### config.mk
export PLATFORM = sky130hd
export DESIGN_NAME = ehtt_queue
export DESIGN_NICKNAME = d
export VERILOG_FILES = /design/src/design/ehtt_pkg.sv /design/src/design/ehtt_queue.sv
export SDC_FILE = /design/constraint.sdc
export NUM_CORES = 1
export LEC_CHECK = 0
export BUFFER_PORTS_ARGS = -buffer_cell sky130_fd_sc_hd__buf_2
export CORE_ASPECT_RATIO = 0.6
export CORE_MARGIN = 2
export CORE_UTILIZATION = 50
export CTS_CLUSTER_SIZE = 10
export DETAILED_ROUTE_END_ITERATION = 8
export PLACE_DENSITY = 0.8
export SYNTH_ARGS = -nofsm -noshare
export SYNTH_HDL_FRONTEND = slang
export SYNTH_SLANG_ARGS = --single-unit
### constraint.sdc
create_clock -name clk_i -period 6.15 [get_ports clk_i]
set_input_delay 0.9225 -clock clk_i [delete_from_list [all_inputs] [get_ports clk_i]]
set_output_delay 0.9225 -clock clk_i [all_outputs]
set_load 0.05 [all_outputs]
### src/design/ehtt_pkg.sv
// Package for the epoch hash tag tracker: table geometry, command and status codes,
// and the hash constants. Depends on nothing.
package ehtt_pkg;

  localparam int TableSize = 1024;
  localparam int IdxW = $clog2(TableSize);
  localparam int MaxProbes = 8;
  localparam int ProbeW = 7;
  localparam int EpochW = 16;
  localparam logic [31:0] MixC1 = 32'h85ebca6b;
  localparam logic [31:0] MixC2 = 32'hc2b2ae35;
  localparam int QDepth = 2;

  typedef enum logic [1:0] {
    CMD_MARK    = 2'd0,
    CMD_LOOKUP  = 2'd1,
    CMD_ADVANCE = 2'd2,
    CMD_UNUSED  = 2'd3
  } cmd_e;

  typedef enum logic [2:0] {
    ST_ADVANCED = 3'd0,
    ST_HIT      = 3'd1,
    ST_MISS     = 3'd2,
    ST_INSERTED = 3'd3,
    ST_MERGED   = 3'd4,
    ST_DROPPED  = 3'd5,
    ST_NULL     = 3'd6
  } status_e;

  // Kinds of work the front end hands to the back end.
  typedef enum logic [1:0] {
    OP_NONE    = 2'd0,
    OP_MARK    = 2'd1,
    OP_LOOKUP  = 2'd2,
    OP_ADVANCE = 2'd3
  } op_e;

  typedef enum logic [2:0] {
    BK_IDLE  = 3'd0,
    BK_READ  = 3'd1,
    BK_CHECK = 3'd2,
    BK_MERGE = 3'd3,
    BK_OUT   = 3'd4
  } bk_state_e;

  typedef struct packed {
    logic [31:0] key;
    logic [31:0] layer_index;
    logic [3:0]  tag;
    logic [7:0]  stage;
  } item_t;

  typedef struct packed {
    op_e             op;
    status_e         status;
    logic [IdxW-1:0] home;
    item_t           item;
  } job_t;

  typedef struct packed {
    status_e     status;
    logic [3:0]  found_tag;
    logic [7:0]  found_stage;
    logic [31:0] found_layer;
    logic [2:0]  conflict_mask;
    logic [6:0]  probes_used;
    logic [15:0] epoch_now;
    logic [31:0] conflicting_entries;
    logic [31:0] tag_conflicts;
    logic [31:0] stage_conflicts;
    logic [31:0] layer_conflicts;
  } result_t;

endpackage

### src/design/ehtt_queue.sv
// Short FIFO of jobs between the front and back ends. Depends on ehtt_pkg.
module ehtt_queue (
  input  logic           clk_i,
  input  logic           rst_ni,
  input  logic           wr_valid_i,
  output logic           wr_ready_o,
  input  ehtt_pkg::job_t wr_job_i,
  output logic           rd_valid_o,
  input  logic           rd_ready_i,
  output ehtt_pkg::job_t rd_job_o
);

  localparam int PtrW = $clog2(ehtt_pkg::QDepth);
  ehtt_pkg::job_t mem_q [ehtt_pkg::QDepth];
  logic [PtrW-1:0] wp_q, wp_d, rp_q, rp_d;
  logic [PtrW:0]   cnt_q, cnt_d;
  logic do_wr, do_rd;

  assign wr_ready_o = cnt_q != ehtt_pkg::QDepth[PtrW:0];
  assign rd_valid_o = cnt_q != '0;
  assign do_wr = wr_valid_i && wr_ready_o;
  assign do_rd = rd_valid_o && rd_ready_i;
  assign rd_job_o = mem_q[rp_q];

  always_comb begin
    wp_d  = do_wr ? wp_q + 1'b1 : wp_q;
    rp_d  = do_rd ? rp_q + 1'b1 : rp_q;
    cnt_d = cnt_q + {{PtrW{1'b0}}, do_wr} - {{PtrW{1'b0}}, do_rd};
  end

  always_ff @(posedge clk_i or negedge rst_ni) begin
    if (!rst_ni) begin
      wp_q  <= '0;
      rp_q  <= '0;
      cnt_q <= '0;
    end else begin
      wp_q  <= wp_d;
      rp_q  <= rp_d;
      cnt_q <= cnt_d;
    end
  end

  always_ff @(posedge clk_i) begin
    if (do_wr) mem_q[wp_q] <= wr_job_i;
  end

endmodule

After elaboration in Yosys (flattened, before gate mapping) --
Memories as Yosys holds them, arrays and structs flattened. Index checks and enable logic that the tools add are counted.
Storage, ports and cells: input bits 95, output and inout bits 93, memories 1, register bits after elaboration 4, word-level logic and storage cells 14, RAM bits 182
Cells by class: reductions and logical operators 3, multiplexer cells 2, add/sub/neg operators 4, equal/unequal tests 1
Memory list:
- mem_q | depth 2, width 91, rd ports 1, clocked after Yosys merged registers in 0, write ports 1, line ehtt_queue.sv:14 | ehtt_pkg::job_t mem_q [ehtt_pkg::QDepth];
Operator list (count):
- adder 1 bit (second input constant) | 2
- adder 2 x 1 -> 2 bit | 1
- logical AND 1 bit | 2
- 2-to-1 mux 1 bit | 2
- != test 2 bit (second input constant) | 1
- nonzero test 2 bit | 1
- subtractor 2 x 1 -> 2 bit | 1

Depth between registers and ports, before layout --
Gate-level depths: netlist of run 1.
depth in word-level cells 4, mapped depth 5

Worst setup path before layout of run 1 --
No wires, ideal clock.
path kind register to register, start register cnt_q[0], end memory mem_q[0][0] (netlist bit), enable pin, period minus slack after synthesis 5397 ps, path buffers 0, setup time 542 ps, arrival 4855 ps, slack 753 ps, stages on the path, launching flop included 4, cell sequence dfrtp_1 nand2b_1 nand2_1 nor2_1
Between the ends: cells in the longest elaborated chain, start to end 4
RTL lines:
- start, declared | line ehtt_queue.sv:16 | logic [PtrW:0] cnt_q, cnt_d;
- start signal, assigned | line ehtt_queue.sv:39 | cnt_q <= cnt_d;
- != test 2 bit | line ehtt_queue.sv:19 | assign wr_ready_o = cnt_q != ehtt_pkg::QDepth[PtrW:0];
- via wr_ready_o | line ehtt_queue.sv:6 | output logic wr_ready_o,
- logical AND 1 bit | line ehtt_queue.sv:21 | assign do_wr = wr_valid_i && wr_ready_o;
- 2-to-1 mux 1 bit | line ehtt_queue.sv:44 | if (do_wr) mem_q[wp_q] <= wr_job_i;
- 2-to-1 mux 1 bit (not written as such) | line ehtt_queue.sv:44
- end, declared | line ehtt_queue.sv:14
The timed path passes the listed nets, and every way through them passes these cells.

==> results.ini, run 1 <==
[power_and_ir_drop]
p_leak_nw = 3.178
power.density_nw_per_um2 = 576.4
power.total_w = 0.004895
vdd_ir_drop_max_mv = 0.4863

[die]
rows = 32
die_area_sq_um = 14610
io_pins = 188
core-area_sq_um = 13090
die_x_um = 154.7
initial_utilization_pct = 52.05
dieHeight_um = 94.44

[cts]
cts_buffers = 17
clock_path_buffers = 2
htreeDepth = 4
clk_latency_ns = 0.41
cts_setup_buffers = 0
cts_tree = done
path_clk_slew_ns = 0.07
cts-resized-gates = 0
holdBufCountCts = 0
cts.sinks = 186
root_buffer = clkbuf_16

[worst_setup_path]
start_kind = register
cp.arrival_ns = 2.54
cp_slowest_cell = dfrtp_4
worstSetupEndpointType = output pin
crit_path_max_fanout = 48
rr_endpoint = mem_q[1][0]
slowest_delay_ns = 0.81
r2r_slack_ns = 3.83
reg2reg_from = cnt_q[0]
worstPathRequired_ns = 5.23
path_class = reg2out
r2r_cells = 3
cp_cell_sequence = buf_4 -> mux2_2 -> buf_2

[synth]
netlist_area_sq_um = 6815
ys_ff_latch = 186
synth_cells = 305
synthSimpleGateAreaFrac_pct = 0.7160
synth_fa_ha_area_share_pct = 0.1836
yosys_warnings = 0
syn_nets = 401
synth_top_family_by_area = multiplexers
syn-mean-instance-area_sq_um = 22.35
synth_mux_area_share_pct = 15.04
yosysSeqAreaShare_pct = 81.66
synth.distinct_cells = 18
synth_compound_area_share_pct = 0.4590
synthXorXnorAreaFrac_pct = 0.3855

[route]
routedWlPerCell_um = 18.57
vias = 3511
route.detailed.drc = 0
routed_wl_mm = 12.76
drt.antenna.violating_nets = 0
viasPerCell = 5.111
drt_iter0_markers = 193
first_pass_iters = 4

[final_layout]
drive_above_1_share_pct = 60.85
final_nets = 600
fill_cells = 923
multi_input_area_sq_um = 1156
ff_latch_area_sq_um = 5569
area_growth_pct = 24.62
stdcell_count = 687
fin_util_pct = 64.87

[grt]
grtUsageTotal_pct = 17.63
overflow = 0
grt_pass1_wl_mm = 18.88
antenna_found_initial = 1
grt_pass1_vias = 3645
grt_max_degree = 92

[sta]
min_period_over_period_pct = 56.32
period_needed_ns = 3.464
setup_tns_ns = 0
rsz0062_at_grt = no
worstMarginPinSlew_ns = 1.216
skew_ns = 0.009120
max_freq_mhz = 288.7
setup_viol = 0
maxSlewViolCount = 0
finalHoldViolations = 0
relSlewSlack_pct = 18.92

[placement]
gp_congestion = 0.7505
hpwlAfterDp_mm = 8.439
placed_cells = 655
io_buffer_count = 187

[run_status]
status = finished, final reports clean

[job]
max_cap_violations = 0

[worst_hold_path]
worst_hold_path_type = in2async

==> cells by family after synthesis <==
family / after synthesis
mux: 91
xor+xnor: 3
buf+inv: 10
fa+ha+maj: 1
simple gates: 10
flops: 186
compound gates: 4
==> synth_stat cells <==
cell,count,area share (%)
edfxtp_1,182,80
mux2_2,91,15
buf_6,9,1.5
dfrtp_1,4,1.5
nor2_1,3,0.17
xnor2_1,3,0.39
nand2_1,2,0.11
a211oi_1,1,0.11
a21bo_1,1,0.15
a32oi_1,1,0.13
and3_1,1,0.092
buf_2,1,0.073
ha_1,1,0.18
nand2b_1,1,0.092
nand3_1,1,0.073
nor2b_1,1,0.092
o21ai_0,1,0.073
or2_2,1,0.092
==> per-layer routing <==
| layer | wire [um] | vias to the layer above | track usage (%) |
|---|---|---|---|
| li1 | - | 1615 | - |
| met1 | 5289 | 1744 | 20.99 |
| met2 | 6055 | 148 | 28.79 |
| met3 | 1357 | 4 | 9.224 |
| met4 | 52 | 0 | 4.398 |
| met5 | 0 | - | 0 |
==> registers in the layout (all words and copies together) (netlist names) <==
signal	flops
wp_q	1
cnt_q	2
mem_q	182
rp_q	1
==> cell type report <==
cell class / count / share of cell area [%]
antenna: 1 / 0.02946
clock buffer: 18 / 5.053
clock inverter: 13 / 1.945
multi-input combinational: 109 / 13.61
sequential: 186 / 65.57
tap: 170 / 2.504
timing repair buffer: 190 / 11.28
==> where the power goes <==
part | internal, W | switching [W] | leakage (nW)
logic | 0.000517 | 0.00142 | 1.16
registers | 0.00174 | 0.000127 | 1.74
clock network | 0.000641 | 0.000449 | 0.281
total | 0.00290 | 0.00200 | 3.18
==> worst max path at each step <==
stage | start | to | slack (ns) | cells after the start
after CTS | rp_q | rd_job_o[76] | 2.65 | 3
after global routing | rp_q | rd_job_o[76] | 2.54 | 3
after floorplan | cnt_q[0] | mem_q[0][0] | 0.75 | 3
final | rp_q | rd_job_o[76] | 2.69 | 3
after global placement | rp_q | rd_job_o[19] | 3.13 | 3
after detailed placement | rp_q | rd_job_o[76] | 3.11 | 3
==> critical path: cells and delay by family, from the launching register on <==
family	cells	cell delay, ns
buf+inv	2	0.84
flops	1	0.81
mux	1	0.41
==> metrics by stage <==
step           instance area, sq um  hold slack, ns  worst slack [ns]
4_1_cts                        8491          0.2868             2.649
2_1_floorplan                  6815          0.4602            0.7528
5_1_grt                        8491          0.2802             2.540
3_5_place_dp                   7896          0.5468             3.109
6_report                       8493          0.3042             2.686
3_3_place_gp                   7896          0.5408             3.128
==> cells in the final DEF, fill, tap and decap left out <==
cell type   Yosys  routed
dfrtp_4         0       1
diode_2         0       1
nand2b_1        1       1
clkbuf_1        0       1
nor2_1          3       2
clkinv_4        0       1
a211oi_1        1       1
or2_2           1       1
edfxtp_1      182     182
bufinv_16       0       3
clkinv_2        0       1
o21ai_0         1       1
dfrtp_1         4       3
xnor2_1         3       3
a21bo_1         1       1
ha_1            1       1
nand2_1         2       2
clkbuf_16       0      17
a32oi_1         1       1
and3_4          0       1
nor2_4          0       1
mux2_2         91      91
nor2b_1         1       1
buf_4           0       3
clkinvlp_4      0       3
nand3_1         1       1
buf_2           1     187
clkinv_1        0       1
inv_6           0       4
(Power assumes the default switching activity.)
==> run 2: changes to the inputs <==
--- a/config.mk
+++ b/config.mk
@@ -8,10 +8,10 @@
 export BUFFER_PORTS_ARGS = -buffer_cell sky130_fd_sc_hd__buf_2
 export CORE_ASPECT_RATIO = 0.6
 export CORE_MARGIN = 2
-export CORE_UTILIZATION = 50
+export CORE_UTILIZATION = 47
 export CTS_CLUSTER_SIZE = 10
 export DETAILED_ROUTE_END_ITERATION = 8
-export PLACE_DENSITY = 0.8
+export PLACE_DENSITY = 0.79
 export SYNTH_ARGS = -nofsm -noshare
 export SYNTH_HDL_FRONTEND = slang
 export SYNTH_SLANG_ARGS = --single-unit
==> constraint.sdc (replaced) <==
create_clock -name clk_i -period 2.9 [get_ports clk_i]
set_input_delay 0.435 -clock clk_i [delete_from_list [all_inputs] [get_ports clk_i]]
set_output_delay 0.435 -clock clk_i [all_outputs]
set_load 0.05 [all_outputs]
==> results.ini, run 2 (synthesized netlist as in run 1, its figures left out) <==
[run_status]
status = finished, final reports clean

[grt]
grt_pass1_wl_mm = 19.52  ; +3.4%
antenna_found_initial = 1  ; unchanged
overflow = 0  ; unchanged
grt_pass1_vias = 3752  ; +2.9%
grtUsageTotal_pct = 16.59  ; -1.0 points
grt_max_degree = 57  ; -38%

[sta]
setup_viol = 0  ; unchanged
period_needed_ns = 2.390
maxSlewViolCount = 0  ; unchanged
skew_ns = 0.009257  ; +0.0001371 ns
relSlewSlack_pct = 49.78  ; +31 points
finalHoldViolations = 0  ; unchanged
max_freq_mhz = 418.4
worstMarginPinSlew_ns = 0.7534  ; -0.4628 ns
rsz0062_at_grt = no
min_period_over_period_pct = 82.41
setup_tns_ns = 0  ; unchanged

[route]
drt.antenna.violating_nets = 0  ; unchanged
first_pass_iters = 4  ; unchanged
routed_wl_mm = 12.49  ; -2.0%
viasPerCell = 4.929  ; -3.6%
routedWlPerCell_um = 17.35  ; -6.5%
route.detailed.drc = 0  ; unchanged
drt_iter0_markers = 232  ; +20%
vias = 3549  ; +1.1%

[final_layout]
final_cell_mix = buf_2 (187), edfxtp_1 (182), mux2_2 (91)
antenna_cells = 0  ; -1
layout_commonest_cell = buf_2
fin_util_pct = 59.64  ; -5.2 points
regMostFlops = mem_q
final_nets = 605  ; +0.83%
largest_register_ffs = 182  ; unchanged
drive_above_1_share_pct = 61.30  ; +0.45 points
area_growth_pct = 25.45
reg_top3 = mem_q (182), cnt_q (2)

[placement]
gp_congestion = 0.7620  ; +1.5%
hpwlAfterDp_mm = 8.395  ; -0.53%
io_buffer_count = 187  ; unchanged

[worst_setup_path]
cp.arrival_ns = 1.95  ; -0.59 ns
worstSetupEndpointType = output pin
rr_endpoint = mem_q[1][23]
path_class = reg2out
reg2reg_from = cnt_q[0]
crit_path_max_fanout = 19  ; -60%
r2r_slack_ns = 1.03  ; -2.80 ns
start_kind = register
r2r_cells = 3  ; unchanged
worstPathRequired_ns = 2.47  ; -2.76 ns

[power_and_ir_drop]
p_leak_nw = 3.203  ; +0.79%
power.density_nw_per_um2 = 1205  ; +110%
vdd_ir_drop_max_mv = 0.7900  ; +62%

[worst_hold_path]
hold_depth = 1
holdPathEnd = mem_q[0][71]
worst_hold_path_type = in2reg
worstHoldStart = wr_job_i[71]

[cts]
path_clk_slew_ns = 0.08  ; about the same
cts_tree = done
cts.sinks = 186  ; unchanged
clock_path_buffers = 2  ; unchanged
root_buffer = clkbuf_16
cts_buffers = 17  ; unchanged
htreeDepth = 4  ; unchanged
clk_latency_ns = 0.42  ; about the same

[die]
die_area_sq_um = 15510  ; +6.2%
rows = 34  ; +6.3%
dieHeight_um = 97.28  ; +3.0%
io_pins = 188  ; unchanged
core-area_sq_um = 14340  ; +9.5%
initial_utilization_pct = 47.54  ; -4.5 points
die_x_um = 159.5  ; +3.1%

[job]
max_cap_violations = 0  ; unchanged

[run 2: cell count changes in the layout (fill, tap and decap cells not counted)]
cell	delta
inv_8	+4
buf_4	+2
clkinv_2	+1
inv_6	+2
clkinvlp_4	-2
buf_12	+2
bufinv_16	-3
diode_2	-1
clkinv_1	-1
dlygate4sd3_1	+1
[run 2: report_power, final]
part | switching (W) | total (W) | internal [W] | leakage [nW]
clock | 0.00104 | 0.00218 | 0.00114 | 0.274
combinational | 0.00309 | 0.00425 | 0.00116 | 1.19
sequential | 0.000202 | 0.00388 | 0.00367 | 1.74
total | 0.00433 | 0.0103 | 0.00597 | 3.20
[run 2: worst max-delay path, stage by stage (launching register included)]
cell and delay [ns]:
dfrtp_4 0.60, buf_4 0.33, mux2_2 0.39, buf_2 0.22
[run 2: cell type report]
cell class	instances	area, sq um
timing repair buffer	195	1023
sequential	186	5569
tap	198	247.7
clock inverter	14	123.9
multi-input combinational	109	1156
fill	1054	5787
clock buffer	18	429.2
[run 2: how the worst max path moves through the flow]
| stage | start | to | slack, ns | cells after the start |
|---|---|---|---|---|
| 2_1_floorplan | cnt_q[0] | mem_q[0][0] | 0.01 | 3 |
| 3_3_place_gp | rp_q | rd_job_o[4] | 0.98 | 3 |
| 3_5_place_dp | rp_q | rd_job_o[72] | 0.94 | 3 |
| 4_1_cts | rp_q | rd_job_o[72] | 0.48 | 3 |
| 5_1_grt | rp_q | rd_job_o[72] | 0.41 | 3 |
| 6_report | rp_q | rd_job_o[72] | 0.51 | 3 |
[run 2: routing by layer]
layer	track usage [%]	wire length [um]	up-vias
li1	-	-	1626
met1	21.56	5473	1760
met2	25.87	5902	154
met3	7.170	1040	9
met4	4.196	77	0
met5	0	0	-
[run 2: what timing repair did]
item | in CTS | in global routing
hold endpoints to repair | 4 | 0
gates resized for setup | 0 | 0
hold buffers | 1 | 0
setup buffers | 0 | 0
[run 2: per-stage QoR]
stage | hold slack, ns | std cells | setup WS (ns) | power [W] | instance area (sq um)
floorplan | 0.1394 | 305 | 0.01427 | 0.007332 | 6824
global placement | 0.2423 | 687 | 0.9792 | 0.008117 | 7986
detailed placement | 0.2472 | 687 | 0.9437 | 0.008204 | 7986
CTS | 0.1799 | 720 | 0.4807 | 0.01041 | 8549
global route | 0.1729 | 720 | 0.4140 | 0.01072 | 8549
finish | 0.2000 | 720 | 0.5101 | 0.01030 | 8549
==> run 3: changes to the inputs <==
==> constraint.sdc (replaced) <==
create_clock -name clk_i -period 2.05 [get_ports clk_i]
set_input_delay 0.3075 -clock clk_i [delete_from_list [all_inputs] [get_ports clk_i]]
set_output_delay 0.3075 -clock clk_i [all_outputs]
set_load 0.05 [all_outputs]
==> results.ini, run 3 (synthesized netlist as in run 1, its figures left out) <==
[run_status]
status = finished, final reports clean

[cts]
clk_latency_ns = 0.42  ; about the same
cts_buffers = 17  ; unchanged
clock_path_buffers = 2  ; unchanged
root_buffer = clkbuf_16
cts.sinks = 186  ; unchanged
path_clk_slew_ns = 0.08  ; about the same
cts_tree = done
htreeDepth = 4  ; unchanged

[route]
routedWlPerCell_um = 18.51  ; +6.7%
drt-met1-wl_mm = 6.203  ; +13%
route.detailed.drc = 0  ; unchanged
vias = 3611  ; +1.7%
first_pass_iters = 5  ; +1
viasPerCell = 4.926  ; about the same
dr_wl_met3_um = 967  ; -7.0%
routed_wl_mm = 13.57  ; +8.6%
routed.top_layer = met4
drt_iter0_markers = 224  ; -3.4%
drt.antenna.violating_nets = 0  ; unchanged
wl_met2_mm = 6.307  ; +6.9%

[grt]
grt_max_degree = 48  ; -16%
antenna_found_initial = 0  ; -1
grt_pass1_wl_mm = 19.49  ; -0.18%
grtUsageTotal_pct = 16.65  ; +0.057 points
overflow = 0  ; unchanged
grt_pass1_vias = 3713  ; -1.0%

[sta]
rsz0062_at_grt = yes
holdWs_ns = 0.07415  ; -0.1258 ns
max_freq_mhz = 499.0
period_needed_ns = 2.004
maxSlewViolCount = 0  ; unchanged
finalHoldViolations = 0  ; unchanged
setup_viol = 0  ; unchanged
worstMarginPinSlew_ns = 0.3273  ; -0.4260 ns
min_period_over_period_pct = 97.76
relSlewSlack_pct = 78.18  ; +28 points
worst_slack_ns = 0.04594  ; -0.4642 ns
skew_ns = 0.01282  ; +0.003563 ns

[final_layout]
area_growth_pct = 32.51
regMostFlops = mem_q
largest_register_ffs = 182  ; unchanged
final_cell_mix = edfxtp_1 (182), buf_2 (126), mux2_2 (91)
antenna_cells = 0  ; unchanged
layout_commonest_cell = edfxtp_1
drive_above_1_share_pct = 62.43  ; +1.1 points
final_nets = 618  ; +2.1%
fin_util_pct = 63.00  ; +3.4 points
reg_top3 = mem_q (182), cnt_q (2)
stdcell_area_sq_um = 9031  ; +5.6%

[worst_hold_path]
worst_hold_path_type = in2reg

[die]
core-area_sq_um = 14340  ; unchanged
rows = 34  ; unchanged
die_x_um = 159.5  ; unchanged
initial_utilization_pct = 47.54  ; unchanged
die_area_sq_um = 15510  ; unchanged
io_pins = 188  ; unchanged
dieHeight_um = 97.28  ; unchanged

[power_and_ir_drop]
p_switching_w = 0.006369  ; +47%
power_frac_clock_pct = 19.5  ; -1.6 points
vdd_ir_drop_max_mv = 1.026  ; +30%
p_leak_nw = 3.407  ; +6.4%
combPwrFrac_pct = 45.8  ; +4.6 points
intPower_w = 0.009262  ; +55%
seq_power_share_pct = 34.6  ; -3.0 points
swShare_pct = 40.75  ; -1.3 points
power.density_nw_per_um2 = 1731  ; +44%

[worst_setup_path]
path_class = reg2out
crit_path_max_fanout = 12  ; -7
cp.arrival_ns = 1.70  ; -0.25 ns
worstSetupEndpointType = output pin
start_kind = register
worstPathRequired_ns = 1.74  ; -0.73 ns

[job]
max_cap_violations = 0  ; unchanged

[placement]
dpl_cell_area_sq_um = 8074  ; +1.1%
io_buffer_count = 187  ; unchanged
gp_congestion = 0.8105  ; +6.4%
pre_cts_slack_ns = 0.4220  ; -0.5217 ns
hpwlAfterDp_mm = 8.501  ; +1.3%

-- run 3: cell types whose count changed in the layout (fill, tap and decap cells not counted), moves of 3 or more --
cell / previous run / this run
buf_6: 0 / 15
buf_4: 5 / 53
buf_12: 2 / 5
clkinv_4: 1 / 5
buf_2: 187 / 126
clkbuf_16: 17 / 21
inv_6: 6 / 3
-- run 3: worst max-delay path, cell delays in order (launching register included) --
cell and delay, ns:
dfrtp_4 0.43, buf_6 0.15, buf_16 0.15, mux2_2 0.36
buf_4 0.19
-- run 3: area by class of cell --
cell class,count,area (sq um)
multi-input combinational,109,1171
tap,198,247.7
clock inverter,15,132.6
sequential,186,5569
clock buffer,17,425.4
timing repair buffer,208,1485
fill,1033,5305
-- run 3: power by group through the flow --
stage	registers (W)	logic [W]	clock network, W
after floorplan	0.00544	0.00495	0
after global placement	0.00546	0.00618	0
after detailed placement	0.00551	0.00627	0
after CTS	0.00543	0.00630	0.00313
after global routing	0.00549	0.00747	0.00328
final	0.00542	0.00716	0.00305
-- run 3: what timing repair did --
item	CTS	global route
endpoints found under the setup margin	32	91
hold endpoints to repair	4	0
resized for setup	0	140
hold buffers	1	0
setup buffers	0	3
gates cloned	0	7
-- run 3: per-stage QoR --
stage / setup TNS (ns) / power (W) / instances
floorplan: -66.60 / 0.01040 / 305
global placement: 0 / 0.01164 / 690
detailed placement: 0 / 0.01178 / 690
CTS: -0.2660 / 0.01486 / 723
global route: -0.1159 / 0.01624 / 733
finish: 0 / 0.01563 / 733
-- run 3: worst paths after layout --
| kind | cells past startpoint | end | slack, ns | start |
|---|---|---|---|---|
| min in group asynchronous | 2 | cnt_q[0] | 0.23 | rst_ni |
| worst min-delay path | 1 | mem_q[0][7] | 0.07 | wr_job_i[7] |
| worst max register to register | 3 | mem_q[1][75] | 0.45 | cnt_q[0] |
| worst min register to register | 1 | wp_q | 0.57 | wp_q |
| worst max-delay path | 4 | rd_job_o[57] | 0.05 | rp_q |
| max in group asynchronous | 2 | rp_q | 1.68 | rst_ni |
-- run 3: layer usage --
metal	global-route usage [%]	vias to the layer above
met3	5.036	6
met1	23.01	1797
li1	-	1647
met5	0	-
met2	25.81	161
met4	4.825	0
